<file path="src/hw/rtl/integer_text_field_parser_core_defines.svh">
// Assertion macros shared by the parser RTL.
// Both macros expect i_clk in the enclosing module; ITFP_ASSERT also expects i_rst_n.
`ifndef INTEGER_TEXT_FIELD_PARSER_CORE_DEFINES_SVH
`define INTEGER_TEXT_FIELD_PARSER_CORE_DEFINES_SVH

`ifndef SYNTHESIS

// Checked only while the block is out of reset.
`define ITFP_ASSERT(lbl, prop, msg) \
    lbl: assert property (@(posedge i_clk) disable iff (!i_rst_n) prop) \
        else $error(msg);

// Checked at every edge, reset included.
`define ITFP_ASSERT_RST(lbl, prop, msg) \
    lbl: assert property (@(posedge i_clk) prop) \
        else $error(msg);

`else

`define ITFP_ASSERT(lbl, prop, msg)
`define ITFP_ASSERT_RST(lbl, prop, msg)

`endif

`endif

</file>
<file path="src/hw/rtl/itfp_pkg.sv">
package itfp_pkg;

    // Default accumulator width and queue depth.
    localparam int VALUE_BITS_DEF  = 32;
    localparam int QUEUE_DEPTH_DEF = 2;

    // Configuration port geometry and register indexes.
    localparam int CFG_INDEX_BITS = 3;
    localparam int CFG_DATA_BITS  = 12;

    localparam logic [CFG_INDEX_BITS-1:0] CFG_RADIX_MODE   = 3'd0;
    localparam logic [CFG_INDEX_BITS-1:0] CFG_SIGN_ALLOWED = 3'd1;
    localparam logic [CFG_INDEX_BITS-1:0] CFG_WIDTH_GIVEN  = 3'd2;
    localparam logic [CFG_INDEX_BITS-1:0] CFG_MAX_WIDTH    = 3'd3;
    localparam logic [CFG_INDEX_BITS-1:0] CFG_SHORT_RESULT = 3'd4;

    // Character codes used by the classifier.
    localparam logic [7:0] CH_SPACE = 8'h20;
    localparam logic [7:0] CH_TAB   = 8'h09;
    localparam logic [7:0] CH_CR    = 8'h0D;
    localparam logic [7:0] CH_PLUS  = 8'h2B;
    localparam logic [7:0] CH_MINUS = 8'h2D;
    localparam logic [7:0] CH_0     = 8'h30;
    localparam logic [7:0] CH_9     = 8'h39;
    localparam logic [7:0] CH_UC_A  = 8'h41;
    localparam logic [7:0] CH_UC_X  = 8'h58;
    localparam logic [7:0] CH_UC_Z  = 8'h5A;
    localparam logic [7:0] CH_LC_A  = 8'h61;
    localparam logic [7:0] CH_LC_X  = 8'h78;
    localparam logic [7:0] CH_LC_Z  = 8'h7A;
    localparam logic [7:0] LETTER_BASE = 8'd10;

    // Radix selection; the codes match the radix_mode register.
    typedef enum logic [1:0] {
        RADIX_AUTO = 2'd0,
        RADIX_OCT  = 2'd1,
        RADIX_DEC  = 2'd2,
        RADIX_HEX  = 2'd3
    } t_radix;

    // Result status codes.
    typedef enum logic [1:0] {
        ST_CONVERTED   = 2'd0,
        ST_NO_DIGITS   = 2'd1,
        ST_EMPTY_INPUT = 2'd2,
        ST_UNUSED      = 2'd3
    } t_status;

    // Parse phase of the back end.
    typedef enum logic [1:0] {
        PH_SKIP   = 2'd0,
        PH_ZERO   = 2'd1,
        PH_PREFIX = 2'd2,
        PH_DIGITS = 2'd3
    } t_phase;

    // What the back end does with one classified character.
    typedef enum logic [2:0] {
        ACT_EMPTY = 3'd0,
        ACT_SPACE = 3'd1,
        ACT_SIGN  = 3'd2,
        ACT_ZERO  = 3'd3,
        ACT_X     = 3'd4,
        ACT_DIGIT = 3'd5,
        ACT_END   = 3'd6
    } t_act;

    // Input word.
    typedef struct packed {
        logic [7:0] char_code;
        logic       end_of_input;
    } t_char_in;

    // Result word.
    typedef struct packed {
        logic [1:0]  status;
        logic [31:0] value;
        logic [15:0] chars_consumed;
        logic        char_taken;
    } t_result;

    // Classified character handed from the front to the back.
    typedef struct packed {
        logic       eof;
        logic       is_space;
        logic       is_plus;
        logic       is_minus;
        logic       is_zero;
        logic       is_x;
        logic       digit_valid;
        logic [5:0] digit_val;
    } t_cls;

    // Configuration register file.
    typedef struct packed {
        t_radix     radix_mode;
        logic       sign_allowed;
        logic       width_given;
        logic [11:0] max_width;
        logic       short_result;
    } t_cfg;

    // Numeric radix for a radix code; automatic has no digits of its own.
    function automatic logic [4:0] radix_value(input t_radix r);
        logic [4:0] v;
        case (r)
            RADIX_OCT: v = 5'd8;
            RADIX_DEC: v = 5'd10;
            RADIX_HEX: v = 5'd16;
            default:   v = 5'd0;
        endcase
        return v;
    endfunction

endpackage

</file>
<file path="src/hw/rtl/itfp_fifo.sv">
module itfp_fifo #(
    parameter int WIDTH = 8,
    parameter int DEPTH = 2
) (
    input  logic             i_clk,
    input  logic             i_rst_n,
    input  logic             i_push,
    input  logic [WIDTH-1:0] i_data,
    output logic             o_full,
    input  logic             i_pop,
    output logic [WIDTH-1:0] o_data,
    output logic             o_empty
);

    localparam int PW = (DEPTH > 1) ? $clog2(DEPTH) : 1;
    localparam int CW = $clog2(DEPTH + 1);

    logic [WIDTH-1:0] r_mem [DEPTH];
    logic [PW-1:0]    r_wr_ptr, n_wr_ptr;
    logic [PW-1:0]    r_rd_ptr, n_rd_ptr;
    logic [CW-1:0]    r_count, n_count;
    logic             push_ok;
    logic             pop_ok;

    // Handshake qualification.
    assign o_full  = (r_count == CW'(DEPTH));
    assign o_empty = (r_count == '0);
    assign push_ok = i_push && !o_full;
    assign pop_ok  = i_pop && !o_empty;
    assign o_data  = r_mem[r_rd_ptr];

    // Pointer and fill count updates.
    always_comb begin
        n_wr_ptr = r_wr_ptr;
        n_rd_ptr = r_rd_ptr;
        n_count  = r_count;
        if (push_ok) begin
            n_wr_ptr = (r_wr_ptr == PW'(DEPTH - 1)) ? '0 : r_wr_ptr + PW'(1);
        end
        if (pop_ok) begin
            n_rd_ptr = (r_rd_ptr == PW'(DEPTH - 1)) ? '0 : r_rd_ptr + PW'(1);
        end
        if (push_ok && !pop_ok) begin
            n_count = r_count + CW'(1);
        end else if (pop_ok && !push_ok) begin
            n_count = r_count - CW'(1);
        end
    end

    always_ff @(posedge i_clk) begin
        if (!i_rst_n) begin
            r_wr_ptr <= '0;
            r_rd_ptr <= '0;
            r_count  <= '0;
        end else begin
            r_wr_ptr <= n_wr_ptr;
            r_rd_ptr <= n_rd_ptr;
            r_count  <= n_count;
        end
    end

    // Storage needs no reset.
    always_ff @(posedge i_clk) begin
        if (push_ok) begin
            r_mem[r_wr_ptr] <= i_data;
        end
    end

endmodule

</file>
<file path="src/hw/rtl/itfp_front.sv">
module itfp_front (
    input  itfp_pkg::t_char_in i_char_in,
    output itfp_pkg::t_cls     o_cls
);
    import itfp_pkg::*;

    logic [7:0] c;
    logic       live;
    logic       is_dec;
    logic       is_lc;
    logic       is_uc;
    logic [7:0] dval;

    assign c    = i_char_in.char_code;
    assign live = !i_char_in.end_of_input;

    // Digit value over 0-9, a-z and A-Z; the radix check is left to the back end.
    always_comb begin
        is_dec = (c >= CH_0) && (c <= CH_9);
        is_lc  = (c >= CH_LC_A) && (c <= CH_LC_Z);
        is_uc  = (c >= CH_UC_A) && (c <= CH_UC_Z);
        if (is_dec) begin
            dval = c - CH_0;
        end else if (is_lc) begin
            dval = c - CH_LC_A + LETTER_BASE;
        end else begin
            dval = c - CH_UC_A + LETTER_BASE;
        end
    end

    // Character classes; an end-of-input word matches nothing.
    always_comb begin
        o_cls.eof         = !live;
        o_cls.is_space    = live && ((c == CH_SPACE) || ((c >= CH_TAB) && (c <= CH_CR)));
        o_cls.is_plus     = live && (c == CH_PLUS);
        o_cls.is_minus    = live && (c == CH_MINUS);
        o_cls.is_zero     = live && (c == CH_0);
        o_cls.is_x        = live && ((c == CH_LC_X) || (c == CH_UC_X));
        o_cls.digit_valid = live && (is_dec || is_lc || is_uc);
        o_cls.digit_val   = dval[5:0];
    end

endmodule

</file>
<file path="src/hw/rtl/itfp_back.sv">
`include "integer_text_field_parser_core_defines.svh"

module itfp_back #(
    parameter int VALUE_BITS = itfp_pkg::VALUE_BITS_DEF
) (
    input  logic              i_clk,
    input  logic              i_rst_n,
    input  itfp_pkg::t_cfg    i_cfg,
    input  logic              i_cls_valid,
    input  itfp_pkg::t_cls    i_cls,
    output logic              o_cls_pop,
    input  logic              i_res_full,
    output logic              o_res_push,
    output itfp_pkg::t_result o_result
);
    import itfp_pkg::*;

    localparam int VB = VALUE_BITS;

    // Field state.
    t_phase         r_phase, n_phase;
    logic [VB-1:0]  r_acc, n_acc;
    logic [11:0]    r_wl, n_wl;
    logic           r_unl, n_unl;
    t_radix         r_radix, n_radix;
    logic           r_neg, n_neg;
    logic           r_ok, n_ok;
    logic [15:0]    r_count, n_count;

    // Effective state for this word, with the field start folded in.
    logic           f_start;
    t_phase         fp;
    logic [VB-1:0]  f_acc;
    logic [11:0]    f_wl;
    logic           f_unl;
    t_radix         f_radix;
    logic           f_neg;
    logic           f_ok;
    logic           room;
    t_radix         d_radix;
    logic           digit_hit;
    t_act           act;

    logic           fire;
    logic           emit;
    logic           take;
    logic [VB-1:0]  acc_mac;
    logic [VB-1:0]  signed_val;
    logic [VB-1:0]  res_val;
    logic [VB+31:0] res_ext;

    assign fire      = i_cls_valid && !i_res_full;
    assign o_cls_pop = fire;

    // Decode: pick the action for the word at the head of the queue.
    always_comb begin
        f_start = (r_phase == PH_SKIP) && !i_cls.eof && !i_cls.is_space;
        if (f_start) begin
            fp      = PH_ZERO;
            f_acc   = '0;
            f_wl    = i_cfg.max_width;
            f_unl   = !i_cfg.width_given;
            f_radix = i_cfg.radix_mode;
            f_neg   = 1'b0;
            f_ok    = 1'b0;
        end else begin
            fp      = r_phase;
            f_acc   = r_acc;
            f_wl    = r_wl;
            f_unl   = r_unl;
            f_radix = r_radix;
            f_neg   = r_neg;
            f_ok    = r_ok;
        end
        room = f_unl || (f_wl != 12'd0);

        // An unresolved automatic radix becomes decimal or octal here.
        d_radix = f_radix;
        if (f_radix == RADIX_AUTO && fp == PH_ZERO) begin
            d_radix = RADIX_DEC;
        end else if (f_radix == RADIX_AUTO && fp == PH_PREFIX) begin
            d_radix = RADIX_OCT;
        end
        digit_hit = room && i_cls.digit_valid &&
                    (i_cls.digit_val < {1'b0, radix_value(d_radix)});

        if (r_phase == PH_SKIP && i_cls.eof) begin
            act = ACT_EMPTY;
        end else if (r_phase == PH_SKIP && i_cls.is_space) begin
            act = ACT_SPACE;
        end else if (f_start && room && i_cfg.sign_allowed &&
                     (i_cls.is_plus || i_cls.is_minus)) begin
            act = ACT_SIGN;
        end else if (fp == PH_ZERO && room && i_cls.is_zero) begin
            act = ACT_ZERO;
        end else if (fp == PH_PREFIX && room && i_cls.is_x &&
                     (f_radix == RADIX_AUTO || f_radix == RADIX_HEX)) begin
            act = ACT_X;
        end else if (digit_hit) begin
            act = ACT_DIGIT;
        end else begin
            act = ACT_END;
        end
    end

    // Next phase.
    always_comb begin
        n_phase = r_phase;
        if (fire) begin
            case (act)
                ACT_SIGN:  n_phase = PH_ZERO;
                ACT_ZERO:  n_phase = PH_PREFIX;
                ACT_X:     n_phase = PH_DIGITS;
                ACT_DIGIT: n_phase = PH_DIGITS;
                default:   n_phase = PH_SKIP;
            endcase
        end
    end

    // Accumulate one digit: multiply by 8, 10 or 16 as shifts and adds, then add the digit.
    always_comb begin
        case (d_radix)
            RADIX_OCT: acc_mac = (f_acc << 3) + VB'(i_cls.digit_val);
            RADIX_DEC: acc_mac = (f_acc << 3) + (f_acc << 1) + VB'(i_cls.digit_val);
            RADIX_HEX: acc_mac = (f_acc << 4) + VB'(i_cls.digit_val);
            default:   acc_mac = '0;
        endcase
    end

    // Field registers and the result word.
    always_comb begin
        take = (act == ACT_SIGN) || (act == ACT_ZERO) ||
               (act == ACT_X) || (act == ACT_DIGIT);
        emit = (act == ACT_EMPTY) || (act == ACT_END);

        n_acc   = f_acc;
        n_wl    = f_wl;
        n_unl   = f_unl;
        n_radix = f_radix;
        n_neg   = f_neg;
        n_ok    = f_ok;
        n_count = r_count;

        if (take && !f_unl && f_wl != 12'd0) begin
            n_wl = f_wl - 12'd1;
        end
        if (take || act == ACT_SPACE) begin
            n_count = (r_count != 16'hFFFF) ? r_count + 16'd1 : r_count;
        end
        if (emit) begin
            n_count = '0;
        end

        case (act)
            ACT_SIGN: begin
                n_neg = i_cls.is_minus;
            end
            ACT_ZERO: begin
                n_ok = 1'b1;
            end
            ACT_X: begin
                n_ok    = 1'b0;
                n_radix = RADIX_HEX;
            end
            ACT_DIGIT: begin
                n_ok    = 1'b1;
                n_radix = d_radix;
                n_acc   = acc_mac;
            end
            default: begin
            end
        endcase

        // Negate, then optionally keep the low half-word.
        signed_val = f_neg ? (VB'(0) - f_acc) : f_acc;
        res_val    = i_cfg.short_result ? (signed_val & VB'(32'h0000_FFFF)) : signed_val;
        if (act == ACT_EMPTY || !f_ok) begin
            res_val = '0;
        end
        res_ext = {32'd0, res_val};

        o_result.value          = res_ext[31:0];
        o_result.chars_consumed = r_count;
        o_result.char_taken     = 1'b0;
        if (act == ACT_EMPTY) begin
            o_result.status = ST_EMPTY_INPUT;
        end else if (f_ok) begin
            o_result.status = ST_CONVERTED;
        end else begin
            o_result.status = ST_NO_DIGITS;
        end
        o_res_push = fire && emit;
    end

    always_ff @(posedge i_clk) begin
        if (!i_rst_n) begin
            r_phase <= PH_SKIP;
            r_count <= '0;
            r_wl    <= '0;
            r_unl   <= 1'b0;
            r_radix <= RADIX_AUTO;
            r_neg   <= 1'b0;
            r_ok    <= 1'b0;
        end else begin
            r_phase <= n_phase;
            if (fire) begin
                r_count <= n_count;
                r_wl    <= n_wl;
                r_unl   <= n_unl;
                r_radix <= n_radix;
                r_neg   <= n_neg;
                r_ok    <= n_ok;
            end
        end
    end

    // Accumulator is payload.
    always_ff @(posedge i_clk) begin
        if (fire) begin
            r_acc <= n_acc;
        end
    end

    // Reset leaves the back end waiting for a new field.
    `ITFP_ASSERT_RST(a_reset_idle, (!i_rst_n) |=> (r_phase == PH_SKIP && r_count == '0), "back end not idle after reset")
    // Digits are only gathered once the radix is resolved.
    `ITFP_ASSERT(a_digits_radix, (r_phase == PH_DIGITS) |-> (r_radix != RADIX_AUTO), "digit phase with unresolved radix")
    // A limited width never goes below zero.
    `ITFP_ASSERT(a_width_floor, (fire && take && !f_unl) |-> (f_wl != 12'd0), "character taken with no width left")
    // The consumed count only falls when a result leaves.
    `ITFP_ASSERT(a_count_mono, (fire && !emit) |=> (r_count >= $past(r_count)), "consumed count fell mid field")
    // Every result starts a fresh count.
    `ITFP_ASSERT(a_count_clear, (fire && emit) |=> (r_count == '0 && r_phase == PH_SKIP), "field state kept after result")

endmodule

</file>
<file path="src/hw/rtl/integer_text_field_parser_core.sv">
// Channel  | Handshake        | Word                    | Direction
// ---------+------------------+-------------------------+----------
// input    | push / full      | i_char_in (t_char_in)   | in
// result   | empty / pop      | o_result (t_result)     | out
// config   | valid / ready    | i_cfg_index, i_cfg_data | in
//
// One character is taken per cycle, sustained while the result queue is not full;
// the digit multiply-add by 8, 10 or 16 in the back end is combinational.
// A result is pushed into the result queue in the same cycle as its ending character is taken.
// Reset is synchronous and active low; it empties both queues, clears the field
// state and loads the register defaults. No clearing pass is needed.
// full rises only when the character queue fills because the result queue is full.
module integer_text_field_parser_core #(
    parameter int VALUE_BITS  = itfp_pkg::VALUE_BITS_DEF,
    parameter int QUEUE_DEPTH = itfp_pkg::QUEUE_DEPTH_DEF
) (
    input  logic                                i_clk,
    input  logic                                i_rst_n,
    input  logic                                push,
    output logic                                full,
    input  itfp_pkg::t_char_in                  i_char_in,
    output logic                                empty,
    input  logic                                pop,
    output itfp_pkg::t_result                   o_result,
    input  logic                                i_cfg_valid,
    output logic                                o_cfg_ready,
    input  logic [itfp_pkg::CFG_INDEX_BITS-1:0] i_cfg_index,
    input  logic [itfp_pkg::CFG_DATA_BITS-1:0]  i_cfg_data
);
    import itfp_pkg::*;

    localparam int CLS_W = $bits(t_cls);
    localparam int RES_W = $bits(t_result);

    t_cfg             r_cfg;
    t_cls             front_cls;
    logic [CLS_W-1:0] mid_data;
    logic             mid_empty;
    logic             cls_pop;
    logic             res_full;
    logic             res_push;
    t_result          back_result;
    logic [RES_W-1:0] out_data;

    // Configuration registers; writes are always taken.
    assign o_cfg_ready = 1'b1;

    always_ff @(posedge i_clk) begin
        if (!i_rst_n) begin
            r_cfg.radix_mode   <= RADIX_DEC;
            r_cfg.sign_allowed <= 1'b1;
            r_cfg.width_given  <= 1'b0;
            r_cfg.max_width    <= '0;
            r_cfg.short_result <= 1'b0;
        end else if (i_cfg_valid && o_cfg_ready) begin
            case (i_cfg_index)
                CFG_RADIX_MODE:   r_cfg.radix_mode   <= t_radix'(i_cfg_data[1:0]);
                CFG_SIGN_ALLOWED: r_cfg.sign_allowed <= i_cfg_data[0];
                CFG_WIDTH_GIVEN:  r_cfg.width_given  <= i_cfg_data[0];
                CFG_MAX_WIDTH:    r_cfg.max_width    <= i_cfg_data[11:0];
                CFG_SHORT_RESULT: r_cfg.short_result <= i_cfg_data[0];
                default: begin
                end
            endcase
        end
    end

    // Front end: classify each character.
    itfp_front u_front (
        .i_char_in (i_char_in),
        .o_cls     (front_cls)
    );

    // Queue between classifier and parser.
    itfp_fifo #(
        .WIDTH (CLS_W),
        .DEPTH (QUEUE_DEPTH)
    ) u_mid_fifo (
        .i_clk   (i_clk),
        .i_rst_n (i_rst_n),
        .i_push  (push),
        .i_data  (front_cls),
        .o_full  (full),
        .i_pop   (cls_pop),
        .o_data  (mid_data),
        .o_empty (mid_empty)
    );

    // Back end: field state machine and accumulator.
    itfp_back #(
        .VALUE_BITS (VALUE_BITS)
    ) u_back (
        .i_clk       (i_clk),
        .i_rst_n     (i_rst_n),
        .i_cfg       (r_cfg),
        .i_cls_valid (!mid_empty),
        .i_cls       (t_cls'(mid_data)),
        .o_cls_pop   (cls_pop),
        .i_res_full  (res_full),
        .o_res_push  (res_push),
        .o_result    (back_result)
    );

    // Result queue seen by the consumer.
    itfp_fifo #(
        .WIDTH (RES_W),
        .DEPTH (QUEUE_DEPTH)
    ) u_out_fifo (
        .i_clk   (i_clk),
        .i_rst_n (i_rst_n),
        .i_push  (res_push),
        .i_data  (back_result),
        .o_full  (res_full),
        .i_pop   (pop),
        .o_data  (out_data),
        .o_empty (empty)
    );

    assign o_result = t_result'(out_data);

endmodule
</file>
<file path="config.mk">
export PLATFORM = sky130hd
export DESIGN_NAME = integer_text_field_parser_core
export DESIGN_NICKNAME = d
export VERILOG_FILES = /design/src/hw/rtl/itfp_pkg.sv /design/src/hw/rtl/itfp_fifo.sv /design/src/hw/rtl/itfp_front.sv /design/src/hw/rtl/itfp_back.sv /design/src/hw/rtl/integer_text_field_parser_core.sv
export VERILOG_INCLUDE_DIRS = /design/src /design/src/hw/rtl
export SDC_FILE = /design/constraint.sdc
export NUM_CORES = 1
export LEC_CHECK = 0
export BUFFER_PORTS_ARGS = -buffer_cell sky130_fd_sc_hd__buf_2
export CAP_MARGIN = 20
export CORE_UTILIZATION = 55
export DETAILED_ROUTE_END_ITERATION = 10
export PLACE_DENSITY = 0.78
export RECOVER_POWER = 25
export SYNTH_ARGS = -nofsm -noshare
export SYNTH_HDL_FRONTEND = slang
export SYNTH_SLANG_ARGS = --single-unit
</file>
<file path="constraint.sdc">
create_clock -name i_clk -period 10.9 [get_ports i_clk]
set_input_delay 1.635 -clock i_clk [delete_from_list [all_inputs] [get_ports i_clk]]
set_output_delay 1.635 -clock i_clk [all_outputs]
set_load 0.02 [all_outputs]
</file>
### Word level (Yosys, flattened, before mapping)

Memories as Yosys holds them, arrays and structs flattened. A register that Yosys moved wholly into a read port is not among the register bits.
Cells that the tools add are included.

| cells by class | value |
|---|---|
| muxes and demuxes | 49 |
| add/subtract/negate cells | 20 |
| equal/unequal tests | 25 |
| $lt $le $gt $ge | 9 |
| reductions and logical operators | 84 |

Operator list:

| kind | number |
|---|---|
| 2-to-1 mux 32 bit | 5 |
| adder 32 x 6 -> 32 bit | 3 |
| case mux 32 bit (3 select lines) | 1 |
| 2-to-1 mux 16 bit | 3 |
| logical AND 1 bit | 38 |
| adder 32 bit | 1 |
| equality test 8 x 6 -> 1 bit (second input constant) | 4 |
| subtractor 1 x 32 -> 32 bit (first input constant) | 1 |
| 2-to-1 mux 12 bit | 2 |
| 2-to-1 mux 2 bit | 10 |
| 2-to-1 mux 1 bit | 17 |
| adder 16 x 1 -> 16 bit (second input constant) | 1 |
| equality test 8 x 7 -> 1 bit (second input constant) | 2 |
| >= comparator 8 x 7 -> 1 bit (second input constant) | 2 |
| less-or-equal comparator 8 x 7 -> 1 bit (second input constant) | 2 |
| != test 16 bit (second input constant) | 1 |
| 2-to-1 mux 3 bit | 5 |
| case mux 5 bit (3 select lines) | 1 |
| zero test 1 bit | 14 |
| logical OR 1 bit | 13 |
| adder 6 x 4 -> 6 bit (second input constant) | 2 |
| equality test 2 bit (second input constant) | 6 |
| equality test 3 x 2 -> 1 bit (second input constant) | 4 |
| equality test 3 bit (second input constant) | 4 |
| other kinds (24) | 45 |

| word-level totals | value |
|---|---|
| input port bits | 29 |
| word-level logic and storage cells | 208 |
| memories | 2 |
| bits in registers | 92 |
| RAM bits | 126 |
| output and inout port bits | 54 |

Memories:

| name | words | bits a word | read ports | clocked after memory_dff | wr ports | RTL line | RTL |
|---|---|---|---|---|---|---|---|
| u_out_fifo.r_mem | 2 | 50 | 1 | 1 | 1 | itfp_fifo.sv:18 | `logic [WIDTH-1:0] r_mem [DEPTH];` |
| u_mid_fifo.r_mem | 2 | 13 | 1 | 1 | 1 | itfp_fifo.sv:18 |  |

### Longest topological paths before layout

| depth | value |
|---|---|
| word-level depth | 26 |
| gate-level depth with buffers | 25 |
| depth with buffers taken out | 21 |

### Cells and area by module

A second synthesis with hierarchy kept.

| second synthesis, totals | value |
|---|---|
| cell total of the unflattened synthesis | 1,524 |
| area total of the unflattened synthesis | 14,771.7 µm² |

By module, submodules not included:

| module | times used | area an instance (µm²) | sequential area each (µm²) | cells each |
|---|---|---|---|---|
| itfp_back | 1 | 8,461.9 | 1,661.6 | 1,132 |
| itfp_fifo at u_out_fifo | 1 | 3,901.2 | 3,163.0 | 184 |
| itfp_fifo at u_mid_fifo | 1 | 1,166.1 | 880.8 | 65 |
| integer_text_field_parser_core | 1 | 757.0 | 340.3 | 78 |
| itfp_front | 1 | 485.5 | 0.0 | 65 |

### Worst setup path after synthesis

Ideal clock, no wire load.

| timing | value |
|---|---|
| kind | reg-to-reg |
| from | register with a tool-made name |
| to | memory u_out_fifo.r_mem[0][0] in the netlist's numbering (enable) |
| data arrival time | 7.485 ns |
| path buffers | 4 |
| clock period less this slack | 8.006 ns |
| slack | 2.894 ns |
| library setup time | 0.522 ns |
| data required time | 10.378 ns |
| cell stages (with the launch flop) | 22 |
| cells stage by stage | dfxtp_1 -> buf_2 -> nor3b_4 -> o21a_1 -> buf_6 -> clkbuf_1 -> mux2i_1 -> ha_1 -> nor2b_1 -> o21a_1 -> a21oi_1 -> inv_1 -> ha_1 -> clkbuf_1 -> inv_1 -> ha_1 -> nand2_1 -> nor3_1 -> o21bai_1 -> o21bai_1 -> and2_1 -> nor3_1 |

RTL lines:

| what | RTL line |
|---|---|
| end, declared | itfp_fifo.sv:18 |

==> results.md <==
- Status: finished, violations left
- Violated checks: max-capacitance violations, max-slew violations
- CTS tree: built
- First-pass GRT wire length: roughly 58 mm
- Peak Freq: approximately 0.13 GHz
- Register bit count reported by yosys: 220
- Setup CP Type: reg -> reg
- Synth async-reset ratio: 0
- Power density cells: approximately 330 nW/um^2
- Final Skew: between 0.02 and 0.03 ns
- DR pass1 iterations: 6
- CTS H-tree depth: 1
- FP Rows: 59
- CTS Buffer Depth: 3
- Avg Synthesized Cell Area: between 9 and 10 sq um
- Pre-CTS WS: approximately 3.5 ns
- Post-route clock period utilization: 0.698
- Crit-path cells: nor3b_4, o21a_1, buf_4, mux2i_1, ha_1, nor2b_1, o21a_1, a21oi_1, inv_1, ha_1, inv_1, ha_1, nand2_1, nor3_1, o21bai_1, o21bai_1, and2_1, nor2_1, and2_2, buf_4
- Final estimated routing congestion in global placement: slightly below 1
- Crit-path most repeated cell: ha_1
- Fin Setup TNS: 0 ns
- Hold path start: r_cfg[1]$_SDFFE_PN0P_
- Via/cell ratio: about 6.3
- Worst-Margin Slew: approximately 1.6 ns
- Clock transition at path regs: around 0.060 ns
- Sequential cell area fraction in the yosys report: 0.401
- Critical-path maximum fanout: 27
- Routed WL per cell: about 19 microns
- DPL Wire Length: ~26 mm
- PostCTS Resize Cnt: 0
- Area growth from synthesis to layout: 7.92%
- CTS buffer count: 22
- Die X: 167 microns
- Die area: 27800 sq um
- IO buf count: 80
- Final Setup Violations: 0
- R2r setup slk: 3.29 ns
- Mapped Area: 14900 sq um
- Crit path buf inv count: 4
- Worst hold endpoint: r_cfg[1]$_SDFFE_PN0P_
- Post-CTS setup repair buffer count: 0
- Max cap viols: 2
- Number of synthesis warnings: 0
- Max-slew headroom: -0.0810
- Yosys cell types: 94
- Critical path arrival: 7.76 ns
- Maximum VDD drop: 0.153 mV
- Hold buffers post-CTS: 0
- RSZ-0062 raised after global routing: no
- Commonest non-fill, non-tap cell in the layout: nand2_1
- Crit path max-delay cell type: dfxtp_1
- Initial DRC count: approximately 1200
- Post-route setup slack: 3.29 ns
- All-Layer GR Usage: 0.253
- Final Net Count: between 1500 and 2000
- Net Count, Synth: between 1500 and 2000
- Ys flop type: edfxtp_1
- Non-Filler Instances: 1934
- Worst Path Required: between 10 and 15 ns
- Crit path launch type: flop
- Final count of hold timing violations: 0
- FF-to-FF End: u_out_fifo.r_mem[1][31]$_DFFE_PP_
- Final Max Slew Viols: 72
- Largest net degree at the start of global routing: 55
- CP max stage delay: between 0.8 and 0.9 ns
- Die Height: 167 microns
- Initial Util: 0.566
- Clock Latency Late Sink: 0.52 ns
- Worst path top cell family by delay: simple AND/OR/NAND/NOR gates
- IO Count: between 80 and 90
- Minimum clock period: ~7.6 ns
- Initial antenna violation count: 0
- Setup crit end kind: flop
- Pleak: 5.96 nW
- CTS root buf: clkbuf_16
- Number of synthesized flops with an enable pin: between 150 and 200
- R2r worst-path depth: 20
- Inst Count DP: roughly 1900
- Worst hold path cell count: 2
- Number of remaining DRC errors: 0
- Post-DRT Antenna Nets: 0
- Hold WC Path Type: reg -> reg
- Core box area: 26400 sq um
- Clock sink total: 220
- Most frequent cells in the layout: nand2_1 (159), edfxtp_1 (158), nor2_1 (141), ha_1 (85), buf_2 (77)
- Routed via count: between 10000 and 15000
- Post-Syn Instances: 1558
- Vias in the first global route: around 11000
- Gr ovfl total: 0
- WL final: roughly 36 mm
- Share of cells above drive strength 1: 0.133
[synth_stat cells (13+ instances only)]
cell | count | area, sq um
a21oi_1 | 68 | 340
mux2i_1 | 25 | 250
mux2_2 | 57 | 642
or3_1 | 13 | 81.3
a211oi_1 | 13 | 97.6
a21boi_0 | 20 | 150
and2_1 | 23 | 144
ha_1 | 85 | 1060
nand3_1 | 42 | 210
o21ai_0 | 62 | 310
edfxtp_1 | 158 | 4740
clkbuf_1 | 56 | 210
nor3_1 | 40 | 200
dfxtp_1 | 62 | 1240
and3_1 | 15 | 93.8
buf_2 | 14 | 70.1
a31oi_1 | 15 | 93.8
inv_1 | 48 | 180
nand2_1 | 159 | 597
nor2_1 | 141 | 529
o31ai_1 | 18 | 135
nor4_1 | 14 | 87.6
xnor2_1 | 54 | 473
nand4_1 | 26 | 163
o22ai_1 | 15 | 93.8
nor2b_1 | 17 | 106
xor2_1 | 70 | 613
[per-layer routing]
layer | GRT usage | vias to the layer above | wire [microns]
met5 | 0 | - | 0
met3 | 0.0373 | 65 | 2830
li1 | - | 5792 | -
met1 | 0.361 | 5733 | 16300
met2 | 0.402 | 532 | 15900
met4 | 0.0656 | 0 | 806
[where the power goes]
part           internal [mW]  leakage [nW]  switching, mW
clock                  0.447         0.349          0.322
sequential              1.19          1.98          0.226
combinational           1.19          3.64           1.94
total                   2.82          5.96           2.48
[how the worst max path moves through the flow]
stage | startpoint | endpoint | slack, ns | cells after the start
global placement | flop | u_out_fifo.r_mem[1][44]$_DFFE_PP_ | 3.79 | 20
detailed placement | flop | u_out_fifo.r_mem[1][44]$_DFFE_PP_ | 3.47 | 20
global route | flop | u_out_fifo.r_mem[1][33]$_DFFE_PP_ | 2.73 | 20
CTS | flop | u_out_fifo.r_mem[1][45]$_DFFE_PP_ | 3.41 | 20
floorplan | flop | u_out_fifo.r_mem[0][0]$_DFFE_PP_ | 2.89 | 21
finish | flop | u_out_fifo.r_mem[1][31]$_DFFE_PP_ | 3.29 | 20
[logic make-up after synthesis]
family	synth area share
and+or+nand+nor	0.188
AOI/OAI and AO/OA	0.153
DFF	0.401
buffers and inverters	0.0447
xor gates and xnor gates	0.0728
adders and majority gates	0.0793
muxes	0.0598
other	0.000503
[worst min-delay path, stage by stage (launching register included)]
cell,delay (ns)
dfxtp_1,0.33
nand2_1,0.06
a21boi_0,0.07
[flip-flops by register name, summed over array words and instances, names as in the netlist, 2 cells and up, named ones only]
signal	cells
u_back.r_wl	12
u_mid_fifo.r_mem	26
u_out_fifo.r_mem	100
u_back.r_radix	2
u_back.r_count	16
r_cfg	17
u_back.r_phase	2
u_out_fifo.r_count	2
u_back.r_acc	32
u_mid_fifo.r_count	2
[layout make-up]
type                            count  area, sq um
Fill cell                        2166        10200
Timing Repair Buffer               94          490
Inverter                           48          180
Sequential cell                   220         5990
Tap cell                          335          419
Clock inverter                     14          170
Multi-Input combinational cell   1196         8290
Clock buffer                       26          566
Antenna cell                        1         2.50
[per-stage QoR]
step | utilization | total power, mW | hold slack (ns) | area [sq um]
2_1_floorplan | - | 3.72 | 0.441 | 14900
3_3_place_gp | 0.583 | 4.39 | 0.476 | 15400
3_5_place_dp | 0.583 | 4.46 | 0.493 | 15400
4_1_cts | 0.611 | 5.25 | 0.504 | 16100
5_1_grt | 0.611 | 5.66 | 0.519 | 16100
6_report | 0.611 | 5.31 | 0.506 | 16100
(Power assumes the default switching activity.)
